File: src/hw/rtl/ctlp_pkg.sv
package ctlp_pkg;

    // Data bytes carried by one CAN frame result.
    localparam int FRAME_BYTE_SLOTS = 8;

    // Characters with a meaning of their own.
    localparam logic [7:0] CH_SPACE = 8'h20;
    localparam logic [7:0] CH_TAB   = 8'h09;
    localparam logic [7:0] CH_CR    = 8'h0D;
    localparam logic [7:0] CH_LF    = 8'h0A;

    // Value returned by the digit decoder for a character that is not hex.
    localparam logic [4:0] HEX_NONE = 5'd16;

    // Where the parser stands within the current line.
    typedef enum logic [1:0] {
        PH_START,
        PH_TOKEN,
        PH_GAP,
        PH_GAP_FIRST
    } t_phase;

    // Result status codes.
    typedef enum logic [1:0] {
        ST_FRAME = 2'd0,
        ST_SKIP  = 2'd1,
        ST_BAD   = 2'd2
    } t_status;

    // Decodes one ASCII hex digit; any other character gives HEX_NONE.
    function automatic logic [4:0] hex_digit(input logic [7:0] c);
        logic [4:0] d;
        d = HEX_NONE;
        if (c >= 8'h30 && c <= 8'h39) begin
            d = 5'(c - 8'h30);
        end else if (c >= 8'h61 && c <= 8'h66) begin
            d = 5'(c - 8'h57);
        end else if (c >= 8'h41 && c <= 8'h46) begin
            d = 5'(c - 8'h37);
        end
        return d;
    endfunction

endpackage

File: src/hw/rtl/can_text_line_parser.sv
// ASCII CAN frame line parser.
// Input channel (i_in_valid / o_in_ready): one request per character of a text
// line, with i_no_char marking a request without a character and
// i_end_of_line marking the last request of the line. Each accepted character
// updates the line state in the same cycle.
// Output channel (o_out_valid / i_out_ready): one request per line, holding the
// status (frame, skip or malformed), the identifier, the length and eight data
// bytes. The result shows in the cycle after the end-of-line request is accepted.
// Throughput is one character per cycle, set by the single registered update of
// the line state; the output register lets a new character be accepted in the
// same cycle as the waiting result is taken.
// When the receiver stalls with a result held, o_in_ready drops until that
// result is taken, so no request is lost.
// Reset returns the parser to the start of a line and empties the output
// register; the data byte store needs no clearing because only bytes written
// during the current line are ever shown.
module can_text_line_parser
    import ctlp_pkg::*;
#(
    parameter int MAX_DATA_BYTES = 8,
    parameter int ID_BITS        = 32
) (
    input  logic        i_clk,
    input  logic        i_rst_n,
    input  logic        i_in_valid,
    output logic        o_in_ready,
    input  logic [7:0]  i_ch,
    input  logic        i_no_char,
    input  logic        i_end_of_line,
    output logic        o_out_valid,
    input  logic        i_out_ready,
    output logic [1:0]  o_status,
    output logic [31:0] o_frame_id,
    output logic [3:0]  o_length,
    output logic [7:0]  o_byte0,
    output logic [7:0]  o_byte1,
    output logic [7:0]  o_byte2,
    output logic [7:0]  o_byte3,
    output logic [7:0]  o_byte4,
    output logic [7:0]  o_byte5,
    output logic [7:0]  o_byte6,
    output logic [7:0]  o_byte7
);

    // Token counter saturates at MAX_DATA_BYTES + 2.
    localparam int TCW = $clog2(MAX_DATA_BYTES + 3);
    localparam logic [TCW-1:0] TC_CAP  = TCW'(MAX_DATA_BYTES + 2);
    localparam logic [TCW-1:0] TC_OVER = TCW'(MAX_DATA_BYTES + 1);
    localparam logic [TCW-1:0] TC_ONE  = TCW'(1);
    localparam logic [TCW-1:0] TC_TWO  = TCW'(2);

    // Line state.
    t_phase               r_phase, n_phase;
    logic [TCW-1:0]       r_tc, n_tc;
    logic [ID_BITS-1:0]   r_id, n_id;
    logic                 r_ovf, n_ovf;
    logic [8:0]           r_ba, n_ba;
    logic                 r_pend, n_pend;
    logic                 r_skip, n_skip;
    logic                 r_bad, n_bad;
    logic [7:0]           r_store [FRAME_BYTE_SLOTS];

    // Output register.
    logic                 r_out_valid;
    t_status              r_out_status, n_out_status;
    logic [31:0]          r_out_id, n_out_id;
    logic [3:0]           r_out_len, n_out_len;
    logic [7:0]           r_out_byte [FRAME_BYTE_SLOTS];
    logic [7:0]           n_out_byte [FRAME_BYTE_SLOTS];

    logic                 in_acc;
    logic                 take;
    logic                 eol_acc;
    logic                 is_blank;
    logic                 is_brk;
    logic                 is_tok;
    t_phase               ph_char;
    logic                 wr_en;
    logic [2:0]           wr_idx;
    logic [7:0]           wr_data;

    assign o_in_ready = !r_out_valid || i_out_ready;
    assign in_acc     = i_in_valid && o_in_ready;
    assign take       = in_acc && !i_no_char;
    assign eol_acc    = in_acc && i_end_of_line;

    // Character classes.
    assign is_blank = (i_ch == CH_SPACE) || (i_ch == CH_TAB);
    assign is_brk   = (i_ch == CH_CR) || (i_ch == CH_LF);
    assign is_tok   = !is_blank && !is_brk;

    // Next phase: character effect first, then the line end returns to start.
    always_comb begin
        ph_char = r_phase;
        if (take) begin
            if (is_blank) begin
                if (r_phase == PH_TOKEN) begin
                    ph_char = PH_GAP;
                end
            end else if (is_brk) begin
                if (r_phase == PH_TOKEN) begin
                    ph_char = (r_tc == TC_ONE) ? PH_GAP_FIRST : PH_GAP;
                end else if (r_phase == PH_START) begin
                    ph_char = PH_GAP_FIRST;
                end
            end else begin
                ph_char = PH_TOKEN;
            end
        end
        n_phase = eol_acc ? PH_START : ph_char;
    end

    // Token, identifier and byte accumulation, then the line result.
    always_comb begin
        logic [4:0]     d;
        logic           close;
        logic [TCW-1:0] idx;
        logic [7:0]     len8;
        logic           tc_zero;

        n_tc    = r_tc;
        n_id    = r_id;
        n_ovf   = r_ovf;
        n_ba    = r_ba;
        n_pend  = r_pend;
        n_skip  = r_skip;
        n_bad   = r_bad;
        close   = 1'b0;
        wr_en   = 1'b0;
        wr_idx  = '0;
        wr_data = '0;
        d       = hex_digit(i_ch);

        if (take) begin
            if (is_blank || is_brk) begin
                close  = (r_phase == PH_TOKEN);
                n_pend = n_pend || is_brk;
            end else begin
                // A held-back line break now sits inside a token.
                if (r_pend) begin
                    if (r_phase == PH_GAP_FIRST) begin
                        n_skip = 1'b1;
                    end else begin
                        n_bad = 1'b1;
                    end
                    n_pend = 1'b0;
                end
                // Opening a new token.
                if (r_phase != PH_TOKEN) begin
                    if (r_tc < TC_CAP) begin
                        n_tc = r_tc + TC_ONE;
                    end
                    if (n_tc > TC_OVER) begin
                        n_bad = 1'b1;
                    end
                    n_ba = '0;
                end
                // Digit goes to the identifier or to the current data byte.
                if (n_tc == TC_ONE) begin
                    if (d == HEX_NONE) begin
                        n_skip = 1'b1;
                    end else begin
                        if (r_id[ID_BITS-1 -: 4] != 4'd0) begin
                            n_ovf = 1'b1;
                        end
                        n_id = {r_id[ID_BITS-5:0], d[3:0]};
                    end
                end else begin
                    if (d == HEX_NONE) begin
                        n_bad = 1'b1;
                    end else if (n_ba[8:4] != 5'd0) begin
                        n_ba = 9'd256;
                    end else begin
                        n_ba = {1'b0, n_ba[3:0], d[3:0]};
                    end
                end
            end
        end

        // The line end closes a token still open.
        if (eol_acc && ph_char == PH_TOKEN) begin
            close = 1'b1;
        end

        // Closing a data token checks its range and stores the byte.
        idx = n_tc - TC_TWO;
        if (close && n_tc >= TC_TWO) begin
            if (n_ba[8]) begin
                n_bad = 1'b1;
            end
            if (32'(idx) < MAX_DATA_BYTES && 32'(idx) < FRAME_BYTE_SLOTS) begin
                wr_en   = 1'b1;
                wr_idx  = 3'(idx);
                wr_data = n_ba[7:0];
            end
        end

        // Line result.
        tc_zero = (n_tc == '0);
        len8    = 8'(n_tc) - 8'd1;
        if (tc_zero || n_skip) begin
            n_out_status = ST_SKIP;
        end else if (n_bad || n_ovf) begin
            n_out_status = ST_BAD;
        end else begin
            n_out_status = ST_FRAME;
        end
        n_out_id  = '0;
        n_out_len = '0;
        for (int k = 0; k < FRAME_BYTE_SLOTS; k++) begin
            n_out_byte[k] = '0;
        end
        if (n_out_status == ST_FRAME) begin
            n_out_id  = 32'(n_id);
            n_out_len = len8[3:0];
            for (int k = 0; k < FRAME_BYTE_SLOTS; k++) begin
                if (8'(k) < len8 && k < MAX_DATA_BYTES) begin
                    n_out_byte[k] = (wr_en && wr_idx == 3'(k)) ? wr_data : r_store[k];
                end
            end
        end
    end

    // Line state registers; every line end starts a fresh line.
    always_ff @(posedge i_clk) begin
        if (!i_rst_n) begin
            r_phase <= PH_START;
            r_tc    <= '0;
            r_id    <= '0;
            r_ovf   <= 1'b0;
            r_ba    <= '0;
            r_pend  <= 1'b0;
            r_skip  <= 1'b0;
            r_bad   <= 1'b0;
        end else if (eol_acc) begin
            r_phase <= PH_START;
            r_tc    <= '0;
            r_id    <= '0;
            r_ovf   <= 1'b0;
            r_ba    <= '0;
            r_pend  <= 1'b0;
            r_skip  <= 1'b0;
            r_bad   <= 1'b0;
        end else begin
            r_phase <= n_phase;
            r_tc    <= n_tc;
            r_id    <= n_id;
            r_ovf   <= n_ovf;
            r_ba    <= n_ba;
            r_pend  <= n_pend;
            r_skip  <= n_skip;
            r_bad   <= n_bad;
        end
    end

    // Data byte store.
    always_ff @(posedge i_clk) begin
        if (wr_en) begin
            r_store[wr_idx] <= wr_data;
        end
    end

    // Output register valid flag.
    always_ff @(posedge i_clk) begin
        if (!i_rst_n) begin
            r_out_valid <= 1'b0;
        end else if (eol_acc) begin
            r_out_valid <= 1'b1;
        end else if (i_out_ready) begin
            r_out_valid <= 1'b0;
        end
    end

    // Output register payload.
    always_ff @(posedge i_clk) begin
        if (eol_acc) begin
            r_out_status <= n_out_status;
            r_out_id     <= n_out_id;
            r_out_len    <= n_out_len;
            r_out_byte   <= n_out_byte;
        end
    end

    assign o_out_valid = r_out_valid;
    assign o_status    = r_out_status;
    assign o_frame_id  = r_out_id;
    assign o_length    = r_out_len;
    assign o_byte0     = r_out_byte[0];
    assign o_byte1     = r_out_byte[1];
    assign o_byte2     = r_out_byte[2];
    assign o_byte3     = r_out_byte[3];
    assign o_byte4     = r_out_byte[4];
    assign o_byte5     = r_out_byte[5];
    assign o_byte6     = r_out_byte[6];
    assign o_byte7     = r_out_byte[7];

endmodule
File: config.mk
export PLATFORM = sky130hd
export DESIGN_NAME = can_text_line_parser
export DESIGN_NICKNAME = d
export VERILOG_FILES = /design/src/hw/rtl/ctlp_pkg.sv /design/src/hw/rtl/can_text_line_parser.sv
export SDC_FILE = /design/constraint.sdc
export NUM_CORES = 1
export LEC_CHECK = 0
export ABC_CLOCK_PERIOD_IN_PS = 18000
export CORE_MARGIN = 1
export CORE_UTILIZATION = 36
export CTS_BUF_LIST = sky130_fd_sc_hd__clkbuf_8
export DETAILED_ROUTE_END_ITERATION = 6
export DONT_BUFFER_PORTS = 1
export GPL_TIMING_DRIVEN = 0
export PLACE_DENSITY = 0.51
export SLEW_MARGIN = 25
export SYNTH_ARGS = -nofsm -noshare
export SYNTH_HDL_FRONTEND = slang
export SYNTH_SLANG_ARGS = --single-unit
File: constraint.sdc
create_clock -name i_clk -period 18 [get_ports i_clk]
set_input_delay 3.6 -clock i_clk [delete_from_list [all_inputs] [get_ports i_clk]]
set_output_delay 3.6 -clock i_clk [all_outputs]
set_load 0.005 [all_outputs]
Word-level counts from Yosys, hierarchy flattened
Memories as Yosys holds them, arrays and structs flattened. A register that Yosys moved wholly into a read port is not among the register bits.
Cells that the tools add are included.
{ "word_totals": {"n_memories": 1, "mem_bits_rw": 64, "register_bits": 90, "elab_cells": 157, "out_inout_bits": 104} }
{ "classes": {"n_bitwise": 1, "add_sub_neg": 6, "n_mux": 68, "n_lt_le_gt_ge": 18, "eq_ne": 11, "reduce_logical": 40} }
{ "memory_table": {"columns": ["memory", "depth", "word_bits", "rd", "rd_ports_with_merged_regs", "write_ports", "line", "text"], "rows": [
  ["r_store", 8, 8, 8, 8, 1, "can_text_line_parser.sv:61", "logic [7:0] r_store [FRAME_BYTE_SLOTS];"]
]} }
{ "ops": {"columns": ["cell", "count"], "rows": [
  ["$mux 32", 4],
  ["$mux 9", 8],
  ["$mux 4", 9],
  ["$lt 3x8->1 const A", 4],
  ["$mux 1", 32],
  ["$eq 8x4->1 const B", 3],
  ["$ge 8x7->1 const B", 2],
  ["$le 8x7->1 const B", 2],
  ["$lt 1x8->1 const A", 2],
  ["$lt 2x8->1 const A", 2],
  ["$mux 2", 8],
  ["$mux 8", 2],
  ["$reduce_and 2->1", 8],
  ["$mux 5", 3],
  ["$sub 5x5->5 const B", 3],
  ["$logic_not 1->1", 10],
  ["$eq 4x1->1 const B", 2],
  ["$eq 8x6->1 const B", 1],
  ["$ge 8x6->1 const B", 1],
  ["$le 8x6->1 const B", 1],
  ["$logic_and 1x1->1", 8],
  ["$lt 4x4->1 const B", 2],
  ["$logic_or 1x1->1", 7],
  ["$mux 3", 2],
  ["other kinds (16)", 18]
]} }

Longest topological paths before layout
Gate-level depths: netlist (run 1).
{ "logic_depth": {"ltp_word": 20, "ltp_mapped": 16} }

Worst setup path after synthesis (run 1)
OpenSTA, ideal clock, no wires.
{ "synth_timing": {"kind": "input to register", "startpoint": "in i_out_ready", "endpoint": "reg r_out_id[3], in the netlist o_frame_id[3], data pin", "setup_time_ps": 264, "cell_stages": 10, "n_path_buf": 3, "arrival_ps": 8844, "path_slack_ps": 8892, "path_cell_list": "nor2b_1 > clkbuf_1 > inv_1 > and3_1 > a41oi_1 > a41o_1 > o211ai_2 > buf_2 > buf_2 > nor2_1"} }
{ "synth_via": {"word_cells_on_any_way": 25} }
{ "synth_lines": {"columns": ["item", "line", "text"], "rows": [
  ["start: declaration", "can_text_line_parser.sv:31", "input logic i_out_ready,"],
  ["$logic_or 1x1->1", "can_text_line_parser.sv:82", "assign o_in_ready = !r_out_valid || i_out_ready;"],
  ["named net o_in_ready", "can_text_line_parser.sv:26", "output logic o_in_ready,"],
  ["$logic_and 1x1->1", "can_text_line_parser.sv:83", "assign in_acc = i_in_valid && o_in_ready;"],
  ["$logic_and 1x1->1", "can_text_line_parser.sv:85", "assign eol_acc = in_acc && i_end_of_line;"],
  ["named net eol_acc", "can_text_line_parser.sv:73", "logic eol_acc;"],
  ["$logic_and 1x1->1", "can_text_line_parser.sv:181", "if (eol_acc && ph_char == PH_TOKEN) begin"],
  ["$mux 1", "can_text_line_parser.sv:181", null],
  ["$logic_and 1x1->1", "can_text_line_parser.sv:187", "if (close && n_tc >= TC_TWO) begin"],
  ["$mux 1", "can_text_line_parser.sv:187", null],
  ["$logic_or 1x1->1", "can_text_line_parser.sv:203", "end else if (n_bad || n_ovf) begin"],
  ["$mux 2", "can_text_line_parser.sv:203", null],
  ["$mux 2", "can_text_line_parser.sv:201", "if (tc_zero || n_skip) begin"],
  ["$logic_not 2->1", "can_text_line_parser.sv:213", "if (n_out_status == ST_FRAME) begin"],
  ["end signal: assignment", "can_text_line_parser.sv:278", "r_out_id <= n_out_id;"],
  ["end: declaration", "can_text_line_parser.sv:66", "logic [31:0] r_out_id, n_out_id;"]
]} }
The timed path passes the listed nets, and every way through them passes these cells.
A chain may end at the register's enable or synchronous reset.

Worst setup path in the final report (run 1)
{ "layout_timing": {"startpoint": "in i_ch[0]", "endpoint": "reg r_out_byte, in the netlist o_byte1[4], read port of r_store, data pin"} }
{ "layout_via": {"elab_chain_len": 18, "word_cells_on_any_way": 63} }
{ "layout_lines": {"columns": ["item", "line", "text"], "rows": [
  ["start: declaration", "can_text_line_parser.sv:27", "input logic [7:0] i_ch,"],
  ["$ge 8x7->1 or $le 8x7->1 (tied branches)", "ctlp_pkg.sv:38", "end else if (c >= 8'h41 && c <= 8'h46) begin"],
  ["$logic_and 1x1->1", "ctlp_pkg.sv:38", null],
  ["$mux 5", "ctlp_pkg.sv:38", null],
  ["$mux 5", "ctlp_pkg.sv:36", "end else if (c >= 8'h61 && c <= 8'h66) begin"],
  ["$mux 5", "ctlp_pkg.sv:34", "if (c >= 8'h30 && c <= 8'h39) begin"],
  ["$eq 5x5->1", "can_text_line_parser.sv:160, can_text_line_parser.sv:169", null],
  ["$mux 1 or $mux 9 (tied branches)", "can_text_line_parser.sv:169", "if (d == HEX_NONE) begin"],
  ["$mux 1 or $mux 9 (tied branches)", "can_text_line_parser.sv:159", "if (n_tc == TC_ONE) begin"],
  ["(+2 left out)", null, null],
  ["$mux 1", "can_text_line_parser.sv:188", "if (n_ba[8]) begin"],
  ["$mux 1", "can_text_line_parser.sv:187", null],
  ["$logic_or 1x1->1", "can_text_line_parser.sv:203", null],
  ["$mux 2", "can_text_line_parser.sv:203", null],
  ["$mux 2", "can_text_line_parser.sv:201", null],
  ["$logic_not 2->1", "can_text_line_parser.sv:213", null],
  ["$reduce_and 2->1 (no source line) *", null, null],
  ["$logic_not 1->1 (no source line) *", null, null],
  ["end: declaration", "can_text_line_parser.sv:68", "logic [7:0] r_out_byte [FRAME_BYTE_SLOTS];"]
]} }
Every way passes the cells marked *; elsewhere a longest branch is shown, timed or not.

==> results of run 1 <==
-- metal layers --
metal | vias up | wire length (µm) | share of wire
li1 | 2879 | - | -
met1 | 2967 | 10600 | 0.45
met2 | 177 | 11000 | 0.47
met3 | 36 | 1390 | 0.059
met4 | 0 | 355 | 0.015
met5 | - | 0 | 0
-- power by group through the flow --
stage / sequential [mW] / clock, mW / combinational [mW]
after CTS: 0.573 / 0.471 / 0.0811
after detailed placement: 0.583 / 0 / 0.0796
final: 0.573 / 0.459 / 0.0805
after floorplan: 0.580 / 0 / 0.0533
after global routing: 0.574 / 0.491 / 0.0887
after global placement: 0.585 / 0 / 0.0780
-- kinds of logic after synthesis --
group           after synthesis  synth area share
flops                       218             0.653
buf+inv                      50            0.0245
fa+ha+maj                    12            0.0163
xor+xnor                      2           0.00190
simple gates                258             0.136
mux                          28            0.0304
compound gates              154             0.138
-- layout make-up --
type | count | share of cell area
inverter | 13 | 0.00464
tap | 330 | 0.0392
buffer | 37 | 0.0169
clock inverter | 30 | 0.0247
multi-input combinational | 454 | 0.286
sequential | 218 | 0.573
clock buffer | 37 | 0.0484
timing repair buffer | 7 | 0.00749
-- critical path: stages --
cell       delay (ps)
inv_1              40
ha_1              220
and3b_1           240
a211o_1           360
buf_6             160
nor3_1            400
nor2_1            270
ha_1              280
nand4b_1           90
nor3_1             50
or4_1             570
xor2_1            630
nor3_1            300
a2111oi_0         840
-- per-stage QoR --
stage	cell area (µm²)	setup WS (ps)	hold WS (ps)	std cells	utilization
floorplan	9230	8890	457	722	-
global placement	9640	6670	483	1052	0.383
detailed placement	9740	9250	494	1058	0.387
CTS	10500	9790	521	1125	0.417
global route	10500	9850	550	1126	0.418
finish	10500	10130	523	1126	0.418
-- worst max-delay path by stage --
stage | from | slack [ps] | depth (start not counted) | end
6_report | i_ch[0] | 10130 | 14 | o_byte1[4]
5_1_grt | i_ch[0] | 9850 | 14 | o_byte1[4]
4_1_cts | i_ch[0] | 9790 | 15 | o_byte3[1]
3_5_place_dp | i_ch[0] | 9250 | 15 | o_byte3[1]
3_3_place_gp | i_out_ready | 6670 | 9 | o_byte3[1]
2_1_floorplan | i_out_ready | 8890 | 10 | o_frame_id[3]
-- sequential cells by signal, summed over array words and instances, names as in the netlist --
register,flops
o_byte3,8
r_store,64
o_byte7,8
r_ba,9
o_byte5,8
o_byte0,8
o_out_valid,1
r_bad,1
o_byte1,8
o_length,4
r_skip,1
r_pend,1
o_byte2,8
o_byte4,8
r_phase,2
o_frame_id,32
r_tc,4
o_status,2
r_ovf,1
r_id,32
o_byte6,8
-- placed cells by master (no fill, tap or decap), drive strengths merged, types with 12 or more instances in the layout --
master,count
o21ai,12
clkinv,20
edfxtp,166
nor2,136
a2111oi,69
buf,23
nor2b,46
ha,12
nand2,23
clkbuf,58
inv,15
dfxtp,52
a21oi,20
mux2i,28
==> key figures, run 1 <==
Timing
  • RSZ-0062 raised after global routing: no
  • Setup Skew: 8.92 ps
  • Fmax: 127 MHz
  • Final Hold Fails: 0
  • Fin. max-slew vios: 0
  • Setup TNS: 0 ps
  • Post-route clock period utilization: 0.437
  • Post-layout min period: 7870 ps
  • Final setup viols: 0
  • Worst slew margin relative to its limit: 0.336
  • Worst Tran Pin Value: 994 ps

Route
  • Routed vias: 6,059
  • Initial DRC Count: 482
  • DRC viols: 0
  • Avg WL per Cell: 20.8 µm
  • Routed WL: 23,400 µm
  • Antenna viol nets, final: 0
  • DRT Pass-1 Iters: 5
  • Routed vias/inst: 5.38

Power and ir drop
  • Leakage Power: 3.38 nW
  • Psw: 269 µW
  • P per Cell Area: 106 nW/µm²
  • Tot Pwr: 1.11 mW
  • Worst IR drop on VDD: 0.0000616 V
  • Pint: 843 µW
  • Seq pwr share: 0.515
  • Logic pwr share: 0.072
  • Switching part of the total power: 0.242
  • Clock share of power: 0.413

Die
  • Die Y: 162 µm
  • Rows: 58
  • Die Area: 26,300 µm²
  • Core area: 25,200 µm²
  • Die W: 162 µm
  • Io pins: 118
  • Initial Util: 0.366

Critical path
  • Worst-path fanout max: 10
  • Slack of the worst reg-to-reg path: 13,090 ps
  • FF-to-FF End: o_byte1[4]
  • CP Launch Type: input port
  • Crit path kind: input port to flip-flop
  • Endpoint type of the worst setup path: flip-flop
  • Worst r2r src: o_out_valid
  • Worst Path Arrival: 8070 ps
  • Critical path required time: 18,200 ps
  • Worst Reg-to-Reg Cells: 13

CTS
  • Post-CTS sizing: 0
  • CTS Hold Bufs: 0
  • Clk sinks: 218
  • CTS Buffer Depth: 3
  • Clock-pin slew on the worst setup and hold paths: 60 ps
  • Root Buffer: clkbuf_8
  • CTS H-tree depth: 2
  • Cts bufs inserted: 37
  • Clk Latency, worst-skew pair: 520 ps
  • CTS tree: yes
  • Setup Fix Bufs, Post-CTS: 0

Final layout
  • Sequential cell area: 6030 µm²
  • Final nets: 794
  • Multi-input gate area: 3010 µm²
  • Diodes inserted: 0
  • Area delta synth->final: 14.0%
  • Layout fillers: 2,341
  • Share of layout cells above drive strength 1: 0.137

Logic synthesis
  • EDFF count, synth: 166
  • Synthesized net count: 748
  • Most frequent cell after synthesis: edfxtp_1
  • Ranking of synthesized cells by area: edfxtp_1 54%, dfxtp_1 11%, nor2_1 5.5%
  • Synth Warn #: 0
  • Post-synthesis register bit count: 218
  • Sequential area share after synthesis: 0.653
  • Mapped Area: 9230 µm²
  • Syn Inst Count: 722
  • Post-synth ARST share: 0
  • Top FF cell, synth: edfxtp_1
  • Top cell type's share of synthesized area: 0.540
  • Post-synthesis average cell area: 12.8 µm²
  • Synth unique cells: 68
  • Post-synth top cells: 166 x edfxtp_1, 135 x nor2_1, 52 x dfxtp_1, 49 x a2111oi_0, 45 x nor2b_1
  • Leading area contributor after synthesis: edfxtp_1

Global route
  • Met3 Use GR: 0.0437
  • First-pass GRT wire length: 35,700 µm
  • Largest net degree at the start of global routing: 39
  • Vias in the first global route: 6,031
  • Total GRT Usage: 0.180
  • Met1 Track Usage GR: 0.239
  • GR Overflow Total: 0
  • GRT busiest layer: met2
  • Antenna violations before repair: 0
  • Grt met2 use: 0.291

Placed design
  • Placer congestion estimate: 0.823
  • Dpl hpwl: 16,200 µm
  • Port Buf Inserts: 0

Hold path
  • Hold Crit Class: flip-flop to flip-flop
  • Hold path startpoint: r_ovf
  • Hold EP: r_ovf
  • Worst hold path depth: 2

Flow run
  • Max Cap Viol: 0

Status
  • Status: completed
Note: power is estimated with default switching activity, not from simulation.
==> run 2, diff against run 1 <==
--- a/config.mk
+++ b/config.mk
@@ -5,7 +5,8 @@
 export SDC_FILE = /design/constraint.sdc
 export NUM_CORES = 1
 export LEC_CHECK = 0
-export ABC_CLOCK_PERIOD_IN_PS = 18000
+export ABC_AREA = 1
+export ABC_CLOCK_PERIOD_IN_PS = 7450
 export CORE_MARGIN = 1
 export CORE_UTILIZATION = 36
 export CTS_BUF_LIST = sky130_fd_sc_hd__clkbuf_8
==> constraint.sdc (replaced) <==
create_clock -name i_clk -period 7.45 [get_ports i_clk]
set_input_delay 1.49 -clock i_clk [delete_from_list [all_inputs] [get_ports i_clk]]
set_output_delay 1.49 -clock i_clk [all_outputs]
set_load 0.005 [all_outputs]
==> run 2 against run 1 <==
Non-clock buffer count down 15. Largest power group unchanged. Clock skew up 20 ps. Total power up 140%. Flip-flop and latch count unchanged. Highest routed layer unchanged. Die area up 7.4%. Global-route usage down 1.5 points. Design area up 5.2%.
==> key figures, run 2 <==
Critical path
  • Worst-path fanout max: 10 (unchanged)
  • Worst Path Arrival: 4500 ps (was 8070 ps)
  • Critical path required time: 7640 ps (was 18,200 ps)
  • Crit path kind: input port to flip-flop (unchanged)
  • Endpoint type of the worst setup path: flip-flop (unchanged)
  • CP Launch Type: input port (unchanged)

Logic synthesis
  • EDFF count, synth: 166 (unchanged)
  • Leading area contributor after synthesis: edfxtp_1 (unchanged)
  • Post-synth top cells: 309 x nand2_1, 166 x edfxtp_1, 135 x nor2_1, 129 x inv_1, 103 x nand3_1 (was 166 x edfxtp_1, 135 x nor2_1, 52 x dfxtp_1, 49 x a2111oi_0, 45 x nor2b_1)
  • Mapped Area: 9920 µm² (was 9230 µm²)
  • Post-synthesis register bit count: 218 (unchanged)
  • Syn Inst Count: 1,059 (was 722)
  • Top FF cell, synth: edfxtp_1 (unchanged)
  • Synthesized net count: 1,085 (was 748)
  • Synth unique cells: 32 (was 68)
  • Most frequent cell after synthesis: nand2_1 (was edfxtp_1)
  • Post-synthesis average cell area: 9.36 µm² (was 12.8 µm²)
  • Top cell type's share of synthesized area: 0.503 (was 0.540)
  • Synth Warn #: 0 (unchanged)
  • Sequential area share after synthesis: 0.608 (was 0.653)
  • Post-synth ARST share: 0 (unchanged)
  • Ranking of synthesized cells by area: edfxtp_1 50%, nand2_1 12%, dfxtp_1 10% (was edfxtp_1 54%, dfxtp_1 11%, nor2_1 5.5%)

CTS
  • Setup Fix Bufs, Post-CTS: 0 (unchanged)
  • CTS tree: yes (unchanged)
  • Clk sinks: 218 (unchanged)
  • Cts bufs inserted: 38 (was 37)
  • CTS H-tree depth: 2 (unchanged)
  • Post-CTS sizing: 0 (unchanged)
  • Clk Latency, worst-skew pair: 540 ps (was 520 ps)
  • CTS Buffer Depth: 3 (unchanged)
  • Root Buffer: clkbuf_8 (unchanged)
  • CTS Hold Bufs: 0 (unchanged)
  • Clock-pin slew on the worst setup and hold paths: 50 ps (was 60 ps)

Route
  • Routed vias: 6,930 (was 6,059)
  • Initial DRC Count: 365 (was 482)
  • Routed vias/inst: 4.72 (was 5.38)
  • Antenna viol nets, final: 0 (unchanged)
  • Routed WL: 23,000 µm (was 23,400 µm)
  • Avg WL per Cell: 15.7 µm (was 20.8 µm)
  • DRT Pass-1 Iters: 5 (unchanged)
  • DRC viols: 0 (unchanged)

Timing
  • Post-route clock period utilization: 0.578
  • Post-layout min period: 4300 ps
  • Setup Skew: 28.8 ps (was 8.92 ps)
  • Final setup viols: 0 (unchanged)
  • RSZ-0062 raised after global routing: no (unchanged)
  • Final Hold Fails: 0 (unchanged)
  • Worst slew margin relative to its limit: 0.322 (was 0.336)
  • Worst Tran Pin Value: 1020 ps (was 994 ps)
  • Setup TNS: 0 ps (unchanged)
  • Fin. max-slew vios: 0 (unchanged)
  • Fmax: 232 MHz

Global route
  • Total GRT Usage: 0.165 (was 0.180)
  • First-pass GRT wire length: 36,100 µm (was 35,700 µm)
  • GR Overflow Total: 0 (unchanged)
  • Vias in the first global route: 6,672 (was 6,031)
  • Largest net degree at the start of global routing: 61 (was 39)
  • Antenna violations before repair: 0 (unchanged)

Die
  • Io pins: 118 (unchanged)
  • Rows: 60 (was 58)
  • Die W: 168 µm (was 162 µm)
  • Die Area: 28,200 µm² (was 26,300 µm²)
  • Core area: 27,000 µm² (was 25,200 µm²)
  • Initial Util: 0.368 (was 0.366)
  • Die Y: 168 µm (was 162 µm)

Status
  • Status: completed (unchanged)

Flow run
  • Max Cap Viol: 0 (unchanged)

Final layout
  • Layout fillers: 2,702 (was 2,341)
  • Max FFs per register: 64 (unchanged)
  • Share of layout cells above drive strength 1: 0.105 (was 0.137)
  • Final nets: 1,126 (was 794)
  • Sequential cell area: 6030 µm² (unchanged)
  • Most common cell after layout, fill and taps aside: nand2_1 (was edfxtp_1)
  • Largest Register: r_store (unchanged)
  • Multi-input gate area: 3210 µm² (was 3010 µm²)
  • Area delta synth->final: 11.7% (was 14.0%)
  • Diodes inserted: 0 (unchanged)
  • Most frequent cells in the layout: 309 x nand2_1, 166 x edfxtp_1, 141 x inv_1 (was 166 x edfxtp_1, 135 x nor2_1, 52 x dfxtp_1)

Power and ir drop
  • P per Cell Area: 245 nW/µm² (was 106 nW/µm²)
  • Tot Pwr: 2.71 mW (was 1.11 mW)
  • Worst IR drop on VDD: 0.000121 V (was 0.0000616 V)
  • Leakage Power: 4.72 nW (was 3.38 nW)

Placed design
  • Dpl hpwl: 15,500 µm (was 16,200 µm)
  • Placer congestion estimate: 0.847 (was 0.823)
  • Port Buf Inserts: 0 (unchanged)

Hold path
  • Hold Crit Class: flip-flop to flip-flop (unchanged)
## run 2: final timing paths
kind	from	end	slack, ps	depth (start not counted)
worst min register to register	r_ovf	r_ovf	490	2
worst min-delay path	r_ovf	r_ovf	490	2
worst max register to register	r_tc[1]	r_store[4][4]	3720	15
worst max-delay path	i_ch[1]	r_store[4][4]	3150	16
## run 2: power by group
part / internal [mW] / total (mW) / switching [mW]
Clock: 0.534 / 1.02 / 0.488
Sequential: 1.37 / 1.39 / 0.0243
Combinational: 0.0791 / 0.298 / 0.219
Total: 1.98 / 2.71 / 0.732
## run 2: critical path, cell delays in order
cell	delay, ps
inv_1	40
ha_1	220
nand3_1	110
nand2_1	70
nand2_2	110
nand3_2	100
nor2_2	250
nand2_1	90
nand2_1	190
ha_1	270
clkbuf_1	280
inv_2	270
nand2_1	90
nor2_2	380
nand2_2	210
inv_1	300
## run 2: cells by family after synthesis
| group | share of synthesized area |
|---|---|
| AO/OA/AOI/OAI | 0.0227 |
| adder cells (fa/ha/maj) | 0.0151 |
| buffers and inverters | 0.0690 |
| flip-flops | 0.608 |
| multiplexers | 0.0212 |
| AND/OR/NAND/NOR | 0.264 |
## run 2: layout make-up
type                    count  share of cell area
inverters                 137              0.0469
clock buffers              40              0.0497
plain buffers              28              0.0154
well taps                 341              0.0385
repair buffers              1             0.00249
multi-input cells         676               0.290
clock inverters            27              0.0132
flip-flops and latches    218               0.544
## run 2: per-stage QoR
stage / setup slack (ps) / hold slack [ps] / area, µm² / instances / util
4_1_cts: 3150 / 501 / 11100 / 1468 / 0.411
5_1_grt: 2860 / 537 / 11100 / 1468 / 0.411
2_1_floorplan: 2030 / 465 / 9920 / 1059 / -
6_report: 3150 / 492 / 11100 / 1468 / 0.411
3_5_place_dp: 2580 / 489 / 10400 / 1401 / 0.385
3_3_place_gp: 278 / 481 / 10300 / 1400 / 0.384
## run 2: routing by layer
metal / GRT usage / vias to the layer above / routed length, µm
li1: - / 3517 / -
met1: 0.223 / 3203 / 11000
met2: 0.262 / 158 / 10300
met3: 0.0350 / 52 / 1190
met4: 0.0538 / 0 / 547
met5: 0 / - / 0
